[config.mk]
export PLATFORM = sky130hd
export DESIGN_NAME = newton_square_root
export DESIGN_NICKNAME = d
export VERILOG_FILES = /design/src/design/nsr_pkg.sv /design/src/design/newton_square_root.sv /design/src/design/nsr_div.sv
export SDC_FILE = /design/constraint.sdc
export NUM_CORES = 2
export LEC_CHECK = 0
export BUFFER_PORTS_ARGS = -buffer_cell sky130_fd_sc_hd__buf_2
export CAP_MARGIN = 20
export CELL_PAD_IN_SITES_DETAIL_PLACEMENT = 1
export CELL_PAD_IN_SITES_GLOBAL_PLACEMENT = 2
export CORE_MARGIN = 2
export CORE_UTILIZATION = 42
export CTS_CLUSTER_DIAMETER = 150
export DETAILED_ROUTE_END_ITERATION = 6
export GPL_ROUTABILITY_DRIVEN = 0
export GPL_TIMING_DRIVEN = 0
export PLACE_DENSITY_LB_ADDON = 0.05
export SYNTH_ARGS = -nofsm -noshare
export SYNTH_HDL_FRONTEND = slang
export SYNTH_SLANG_ARGS = --single-unit
[constraint.sdc]
create_clock -name clk -period 11.73 [get_ports clk]
set_clock_uncertainty 0.2 [all_clocks]
set_input_delay 0 -clock clk [delete_from_list [all_inputs] [get_ports clk]]
set_output_delay 0 -clock clk [all_outputs]
set_load 0.1 [all_outputs]
[src/design/nsr_pkg.sv]
`timescale 1ns / 1ps

package nsr_pkg;

  // Widths of the data path.
  localparam int DataW    = 32;
  localparam int IterW    = 6;
  localparam int ProdW    = 2 * DataW;           // est * est
  localparam int DvdW     = ProdW;               // |est^2 - S|
  localparam int DsrW     = DataW + 1;           // 2 * est
  // The quotient of one Newton step always stays below 2^48: the target S is
  // at most 2^48 and the divisor is at least 2.
  localparam int QuotW    = 48;
  localparam int FracW    = 16;                  // Q16.16 fraction bits
  localparam int CfgAddrW = 3;
  localparam int CfgDataW = 32;

  localparam logic [IterW-1:0] IterReset = 6'd25;

  // Register map, indexed by the word address bit of paddr.
  localparam logic RegIterCount = 1'b0;

  typedef struct packed {
    logic busy;
    logic done;
  } div_stat_t;

endpackage

[src/design/newton_square_root.sv]
`timescale 1ns / 1ps

// Channel  | Direction | Contents
// ---------+-----------+-----------------------------------------------
// in_      | slave     | tdata[31:0] = radicand (unsigned Q16.16)
// out_     | master    | tdata[31:0] = root (unsigned Q16.16)
// cfg_     | APB       | 0x0: iteration_count [5:0], reset value 25
//
// Each Newton step runs the multiply and setup states, the shared one-bit-per-cycle
// divider until its done flag, and the update state. A result is loaded into the
// output register after iteration_count steps, once that register is free; a zero
// radicand skips the steps. in_tready returns in the cycle after the load.
// One radicand is processed at a time; a finished result waits in the output
// register while the next radicand is accepted. Reset is synchronous, active low.
module newton_square_root (
  input  logic                           clk,
  input  logic                           rst_n,
  input  logic                           in_tvalid,
  output logic                           in_tready,
  input  logic [31:0]                    in_tdata,     // [31:0] radicand
  output logic                           out_tvalid,
  input  logic                           out_tready,
  output logic [31:0]                    out_tdata,    // [31:0] root
  input  logic                           cfg_psel,
  input  logic                           cfg_penable,
  input  logic                           cfg_pwrite,
  input  logic [nsr_pkg::CfgAddrW-1:0]   cfg_paddr,
  input  logic [nsr_pkg::CfgDataW-1:0]   cfg_pwdata,
  output logic [nsr_pkg::CfgDataW-1:0]   cfg_prdata,
  output logic                           cfg_pready
);
  import nsr_pkg::*;

  typedef enum logic [2:0] {
    S_IDLE,
    S_MUL,
    S_SETUP,
    S_DIV,
    S_UPDATE,
    S_FINISH
  } state_t;

  state_t            state_r;
  logic [IterW-1:0]  iter_cfg_r;
  logic [IterW-1:0]  iter_left_r;
  logic [DataW-1:0]  rad_r;
  logic [DataW-1:0]  est_r;
  logic [ProdW-1:0]  sq_r;
  logic              ge_r;
  logic              out_tvalid_r;
  logic [DataW-1:0]  out_tdata_r;

  logic              in_fire;
  logic              cfg_wr;
  logic [DataW-1:0]  half;
  logic [ProdW-1:0]  target;
  logic              ge;
  logic [DvdW-1:0]   diff;
  logic              div_start;
  logic [QuotW-1:0]  quot;
  div_stat_t         div_stat;
  logic [DataW-1:0]  est_dec;
  logic [QuotW:0]    est_inc;
  logic [DataW-1:0]  est_cand;
  logic [DataW-1:0]  est_nxt;

  assign in_tready = (state_r == S_IDLE);
  assign in_fire   = in_tvalid && in_tready;
  assign cfg_wr    = cfg_psel && cfg_penable && cfg_pwrite && cfg_pready;

  assign half      = in_tdata >> 1;

  // S = radicand << 16, a Q32.32 value to compare against est^2.
  assign target    = {{(ProdW - DataW - FracW){1'b0}}, rad_r, {FracW{1'b0}}};
  assign ge        = (sq_r >= target);
  assign diff      = ge ? (sq_r - target) : (target - sq_r);
  assign div_start = (state_r == S_SETUP);

  nsr_div u_div (
    .clk      (clk),
    .rst_n    (rst_n),
    .start    (div_start),
    .dividend (diff),
    .divisor  ({est_r, 1'b0}),
    .quotient (quot),
    .stat     (div_stat)
  );

  // On the way down the quotient never exceeds est/2, so the low bits suffice.
  assign est_dec  = est_r - quot[DataW-1:0];
  assign est_inc  = {{(QuotW + 1 - DataW){1'b0}}, est_r} + {1'b0, quot};
  assign est_cand = ge_r ? est_dec
                  : ((|est_inc[QuotW:DataW]) ? {DataW{1'b1}} : est_inc[DataW-1:0]);
  assign est_nxt  = (est_cand == '0) ? DataW'(1) : est_cand;

  always_ff @(posedge clk) begin
    if (!rst_n) begin
      state_r      <= S_IDLE;
      iter_cfg_r   <= IterReset;
      out_tvalid_r <= 1'b0;
    end else begin
      if (cfg_wr && (cfg_paddr[CfgAddrW-1] == RegIterCount)) begin
        iter_cfg_r <= cfg_pwdata[IterW-1:0];
      end
      // In S_FINISH the output register is handled by the state itself.
      if (out_tvalid_r && out_tready && (state_r != S_FINISH)) begin
        out_tvalid_r <= 1'b0;
      end
      unique case (state_r)
        S_IDLE: begin
          if (in_fire) begin
            rad_r       <= in_tdata;
            iter_left_r <= iter_cfg_r;
            if (in_tdata == '0) begin
              est_r   <= '0;
              state_r <= S_FINISH;
            end else begin
              est_r   <= (half == '0) ? DataW'(1) : half;
              state_r <= (iter_cfg_r == '0) ? S_FINISH : S_MUL;
            end
          end
        end
        S_MUL: begin
          sq_r    <= ProdW'(est_r) * ProdW'(est_r);
          state_r <= S_SETUP;
        end
        S_SETUP: begin
          ge_r    <= ge;
          state_r <= S_DIV;
        end
        S_DIV: begin
          if (div_stat.done) begin
            state_r <= S_UPDATE;
          end
        end
        S_UPDATE: begin
          est_r       <= est_nxt;
          iter_left_r <= iter_left_r - 1'b1;
          state_r     <= (iter_left_r == IterW'(1)) ? S_FINISH : S_MUL;
        end
        S_FINISH: begin
          if (!out_tvalid_r || out_tready) begin
            out_tvalid_r <= 1'b1;
            out_tdata_r  <= est_r;
            state_r      <= S_IDLE;
          end
        end
        default: state_r <= S_IDLE;
      endcase
    end
  end

  assign out_tvalid = out_tvalid_r;
  assign out_tdata  = out_tdata_r;

  assign cfg_pready = 1'b1;
  assign cfg_prdata = (cfg_paddr[CfgAddrW-1] == RegIterCount)
                    ? {{(CfgDataW - IterW){1'b0}}, iter_cfg_r} : '0;

endmodule

[src/design/nsr_div.sv]
`timescale 1ns / 1ps

module nsr_div (
  input  logic                       clk,
  input  logic                       rst_n,
  input  logic                       start,
  input  logic [nsr_pkg::DvdW-1:0]   dividend,
  input  logic [nsr_pkg::DsrW-1:0]   divisor,
  output logic [nsr_pkg::QuotW-1:0]  quotient,
  output nsr_pkg::div_stat_t         stat
);
  import nsr_pkg::*;

  localparam int CntW = $clog2(QuotW + 1);
  localparam int HiW  = DvdW - QuotW;

  logic [DsrW-1:0]  rem_r;
  logic [QuotW-1:0] shq_r;
  logic [DsrW-1:0]  dsr_r;
  logic [CntW-1:0]  cnt_r;
  logic             done_r;

  logic [DsrW:0]    trial;
  logic [DsrW:0]    trial_sub;
  logic             fits;

  // Restoring division, one quotient bit per cycle. The low dividend bits
  // shift out of shq_r as the quotient bits shift in.
  assign trial     = {rem_r, shq_r[QuotW-1]};
  assign trial_sub = trial - {1'b0, dsr_r};
  assign fits      = (trial >= {1'b0, dsr_r});

  always_ff @(posedge clk) begin
    if (!rst_n) begin
      cnt_r  <= '0;
      done_r <= 1'b0;
    end else begin
      done_r <= 1'b0;
      if (start) begin
        cnt_r <= CntW'(QuotW);
      end else if (cnt_r != '0) begin
        cnt_r <= cnt_r - 1'b1;
        if (cnt_r == CntW'(1)) begin
          done_r <= 1'b1;
        end
      end
    end
  end

  always_ff @(posedge clk) begin
    if (start) begin
      // The upper dividend bits are below the divisor because the quotient fits.
      rem_r <= {{(DsrW - HiW){1'b0}}, dividend[DvdW-1:QuotW]};
      shq_r <= dividend[QuotW-1:0];
      dsr_r <= divisor;
    end else if (cnt_r != '0) begin
      rem_r <= fits ? trial_sub[DsrW-1:0] : trial[DsrW-1:0];
      shq_r <= {shq_r[QuotW-2:0], fits};
    end
  end

  assign quotient  = shq_r;
  assign stat.busy = (cnt_r != '0);
  assign stat.done = done_r;

endmodule

Yosys cells after proc, flatten, opt, wreduce, memory -nomap -nowiden. Index checks and enable logic that the tools add are counted.

Bits in registers: 297. Latch bits: 0. RAM bits: 0. Bits in read-only memories: 0. Input port bits: 74. Output and inout port bits: 67. Logic and storage cells: 94. Memories kept: 0.

Add/sub/neg operators: 7. Multipliers: 1. Div/mod/pow operators: 0. Order comparisons: 2. Eq/ne operators: 11. Shift-type cells: 0. Muxes and demuxes: 29. Bitwise gates (word level): 3. Reduce and logical (&&, ||, !) cells: 25.

Operator list (number): $mux 32 (4); $logic_not 32->1 (3); $mux 48 (2); $ge 64x48->1 (1); $mul 32x32->64 (1); $mux 64 (1); $pmux 32 s2 (1); $sub 48x64->64 (1); $sub 64x48->64 (1); $mux 31 (2); $add 32x48->49 (1); $ge 34x33->1 (1); $mux 33 (1); $sub 33x33->33 (1); $mux 16 (2); $sub 32x32->32 (1); $mux 6 (4); $mux 3 (6); $pmux 3 s6 (1); $reduce_or 17->1 (1); $eq 6x1->1 const B (2); $pmux 6 s2 (1); $reduce_and 3->1 (4); $sub 6x1->6 const B (2); 18 further kinds (33).

Logic depth before layout (Yosys ltp).
Depth after elaboration: 7. Mapped depth: 33. Depth with buffers taken out: 31.

Modules after synthesis. A second synthesis with hierarchy kept.

Cell total of the unflattened synthesis: 5616. Area total of the unflattened synthesis: 51758.4 um^2.

By module, submodules not included: newton_square_root (times used 1, cells an instance 5004, area an instance 44908.1 um^2, sequential area each 5185.0 um^2); nsr_div (times used 1, cells an instance 612, area an instance 6850.3 um^2, sequential area each 3393.3 um^2).

Worst setup path after synthesis. OpenSTA, ideal clock, no wires.

Path type: register -> register. Start point: reg est_r[2]. End point: reg sq_r[62], data pin. Setup time: 0.262 ns. Arrival: 7.890 ns. Data required time: 11.268 ns. Setup slack: 3.378 ns. Stages on the path, launching flop included: 29. Buffers on the path: 3. Period minus slack after synthesis: 8.352 ns. Cell sequence: edfxtp_1 clkbuf_1 clkbuf_1 nand2_1 fa_1 inv_1 fa_1 inv_1 fa_1 fa_1 inv_1 fa_1 fa_1 fa_1 fa_1 ha_1 clkbuf_1 nand2_1 nor2_1 nand3_1 a2bb2oi_1 a31o_2 a31oi_1 a21boi_1 o21a_1 o31ai_1 a31oi_1 o21ai_1 xor2_1.

Cells in the longest elaborated chain, start to end: 1.

Ends and longest elaborated chain: start, declared (RTL line newton_square_root.sv:47) `logic [DataW-1:0] est_r;`; start signal, assigned (RTL line newton_square_root.sv:118) `est_r <= (half == '0) ? DataW'(1) : half;`; start signal, assigned (RTL line newton_square_root.sv:137) `est_r <= est_nxt;`; $mul 32x32->64 (RTL line newton_square_root.sv:124) `sq_r <= ProdW'(est_r) * ProdW'(est_r);`; end signal, assigned (RTL line newton_square_root.sv:124); end, declared (RTL line newton_square_root.sv:48) `logic [ProdW-1:0] sq_r;`.

Every way passes these cells. A chain may end at the register's enable or synchronous reset.

Worst setup path after layout.
Start point: reg est_r[13]. End point: reg sq_r[62], data pin.

The elaborated chain is that of the path after synthesis.

==> out/qor.yml <==
ant_nets: 0
min_path_type: "input port to flip-flop"
clock_sinks: 296
clock.fmax_ghz: 0.0877
synth-seq-cells: 296
rsz0062_at_grt: "false"
grt_remaining_overflow: 0
routed.top_layer: "met4"
first_pass_iters: 5
final_common_cell: "inv_1"
slew_headroom_pct: 13.9
synth_cell_type_count: 98
remaining_drc_errors: 0
fin_area_sq_mm: 0.0561
vias: 41388
cts_buffers: 30
rows: 127
wl_met2_microns: 95600
drv_slew: 0
grtUsageTotal_pct: 32.3
tritoncts: "yes"
wl_met1_microns: 83000
root_buffer: "clkbuf_16"
grt_max_degree: 65
fin_nets: 7169
finalSetupViolCount: 0
drt_wl_total_microns: 201000
drive_gt1_share_pct: 5.05
crit_fanout: 10
fin_util_pct: 46.6
period_minus_slack_ps: 11400
grt_antenna_before_repair: 19
syn_inst: 5592
finalCritPeriodShare_pct: 97.2
max_cap_viol_count: 0
async_flop_share_pct: 0
area_growth_pct: 9.90
critical_path.slowest_cell: "edfxtp_1"
synth_edf_count: 262
synth_top_flop_cell: "edfxtp_1"
path_common_cell: "fa_1"
cp_slowest_stage_delay_ps: 880
die_w_microns: 353
insertion_delay_ps: 610
hold_viol_final: 0
dp.cells: 7348
routed_via_density: 5.53
cp.required_ps: 11880
coreArea_sq_mm: 0.120
final_cells: 7489
syn_avg_cell_area_sq_um: 9.13
clk_path_buf_depth: 3
final_cell_mix: "inv_1 (1,156), fa_1 (795), nand2_1 (505), ha_1 (457), nor2_1 (266)"
drtIter0Drc: 2933
grt_pass1_vias: 45156
clk_pin_slew_ps: 70
place_area_sq_mm: 0.0542
initial_core_util_pct: 42.4
port-buffer-count: 85
final.setup.tns_ps: 0
dp_hpwl_microns: 166000
fp.dieArea_sq_mm: 0.124
io_pins: 141
h-tree-depth: 1
yosysWarnings: 0
critPathArrivalTime_ps: 11550
path_class: "flip-flop to flip-flop"
dieHeight_microns: 353
crit_path_end_kind: "flip-flop"
met3WireLength_microns: 11600
start_kind: "flip-flop"
synth_area_sq_mm: 0.0510
status: "finished, final reports clean"
tightestPinTransition_ps: 1290
n_fill_cell: 14012
grt_pass1_wl_microns: 296000
seq_area_frac_synth_pct: 16.7
post_drt_wl_per_cell_microns: 26.8
-- timing repair --
item / 4_1_cts / 5_1_grt
resized for setup: 2 / 10
endpoints found under the hold margin: 132 / 0
setup endpoints to repair: 3 / 7
hold buffers: 67 / 0
buffers inserted: 0 / 7
-- cells in the mapped netlist (all sizes together) (31+ instances only) --
master | count | area [sq um]
inv | 1158 | 4350
a21o | 105 | 788
xor2 | 83 | 727
o21ai | 230 | 1150
o21bai | 43 | 334
and2 | 221 | 1390
nor4 | 39 | 250
a211oi | 31 | 238
nor3 | 61 | 305
o21a | 33 | 248
xnor2 | 138 | 1210
nand2b | 33 | 206
nand2 | 507 | 1910
nor2 | 266 | 998
nand4 | 53 | 332
nor2b | 43 | 269
fa | 795 | 15900
nand3 | 67 | 335
o211ai | 31 | 238
dfxtp | 34 | 681
a21oi | 267 | 1350
a31oi | 44 | 275
edfxtp | 262 | 7870
ha | 457 | 5720
clkbuf | 207 | 777
buf | 52 | 359
-- metal layers --
layer  track usage, %  up-vias
met3             4.45      350
met5                0        -
met2             54.1     1283
met4             16.0        0
met1             41.0    21288
li1                 -    18467
-- per-stage QoR --
step	hold WS, ps	setup slack, ps
after floorplan	-101	3380
after global placement	28.2	-310
after detailed placement	28.8	12.2
after global routing	28.4	34.3
final	34.8	330
after CTS	5.05	32.0
-- cell families after synthesis --
family	synth area share, %
buffers and inverters	10.8
other	0.0147
muxes	0.721
DFF	16.7
AOI/OAI and AO/OA	12.3
adders and majority gates	42.4
xor gates and xnor gates	3.79
and+or+nand+nor	13.2
-- sequential cells by signal, indices dropped and copies added (netlist names) --
name	flops
u_div.dsr_r	32
sq_r	63
rad_r	32
u_div.quotient	48
ge_r	1
u_div.rem_r	33
u_div.done_r	1
out_tdata	32
iter_left_r	6
out_tvalid	1
iter_cfg_r	6
u_div.cnt_r	6
est_r	32
state_r	3
-- path summary, 6_finish.rpt --
path / startpoint / endpoint / slack, ps / cells past startpoint
setup / recovery: est_r[13]$_DFFE_PP_ / sq_r[62]$_DFFE_PP_ / 330 / 29
hold / removal: in_tdata[2] / rad_r[2]$_DFFE_PP_ / 30 / 2
setup reg to reg: est_r[13]$_DFFE_PP_ / sq_r[62]$_DFFE_PP_ / 330 / 29
hold reg to reg: u_div.rem_r[19]$_SDFFE_PP0N_ / u_div.rem_r[19]$_SDFFE_PP0N_ / 300 / 2
-- critical path, delay by kind of cell (launching register included) --
| family | cells | cell delay, ps |
|---|---|---|
| compound gates | 8 | 2760 |
| xor+xnor | 1 | 80 |
| fa+ha+maj | 9 | 4560 |
| buf+inv | 8 | 1910 |
| flops | 1 | 880 |
| simple gates | 3 | 690 |
-- final cells by class --
cell class | count | area (sq um) | area share [%]
clock inverter | 23 | 273 | 0.486
multi-input combinational | 3898 | 37100 | 66.2
inverter | 1164 | 4370 | 7.80
clock buffer | 32 | 779 | 1.39
timing repair buffer | 194 | 1820 | 3.25
antenna | 11 | 27.5 | 0.0491
buffer | 259 | 1140 | 2.04
tap | 1612 | 2020 | 3.60
sequential | 296 | 8550 | 15.2
Power is not shown: default switching activity piles up to over one toggle a cycle in this logic, so the estimate is an artifact.
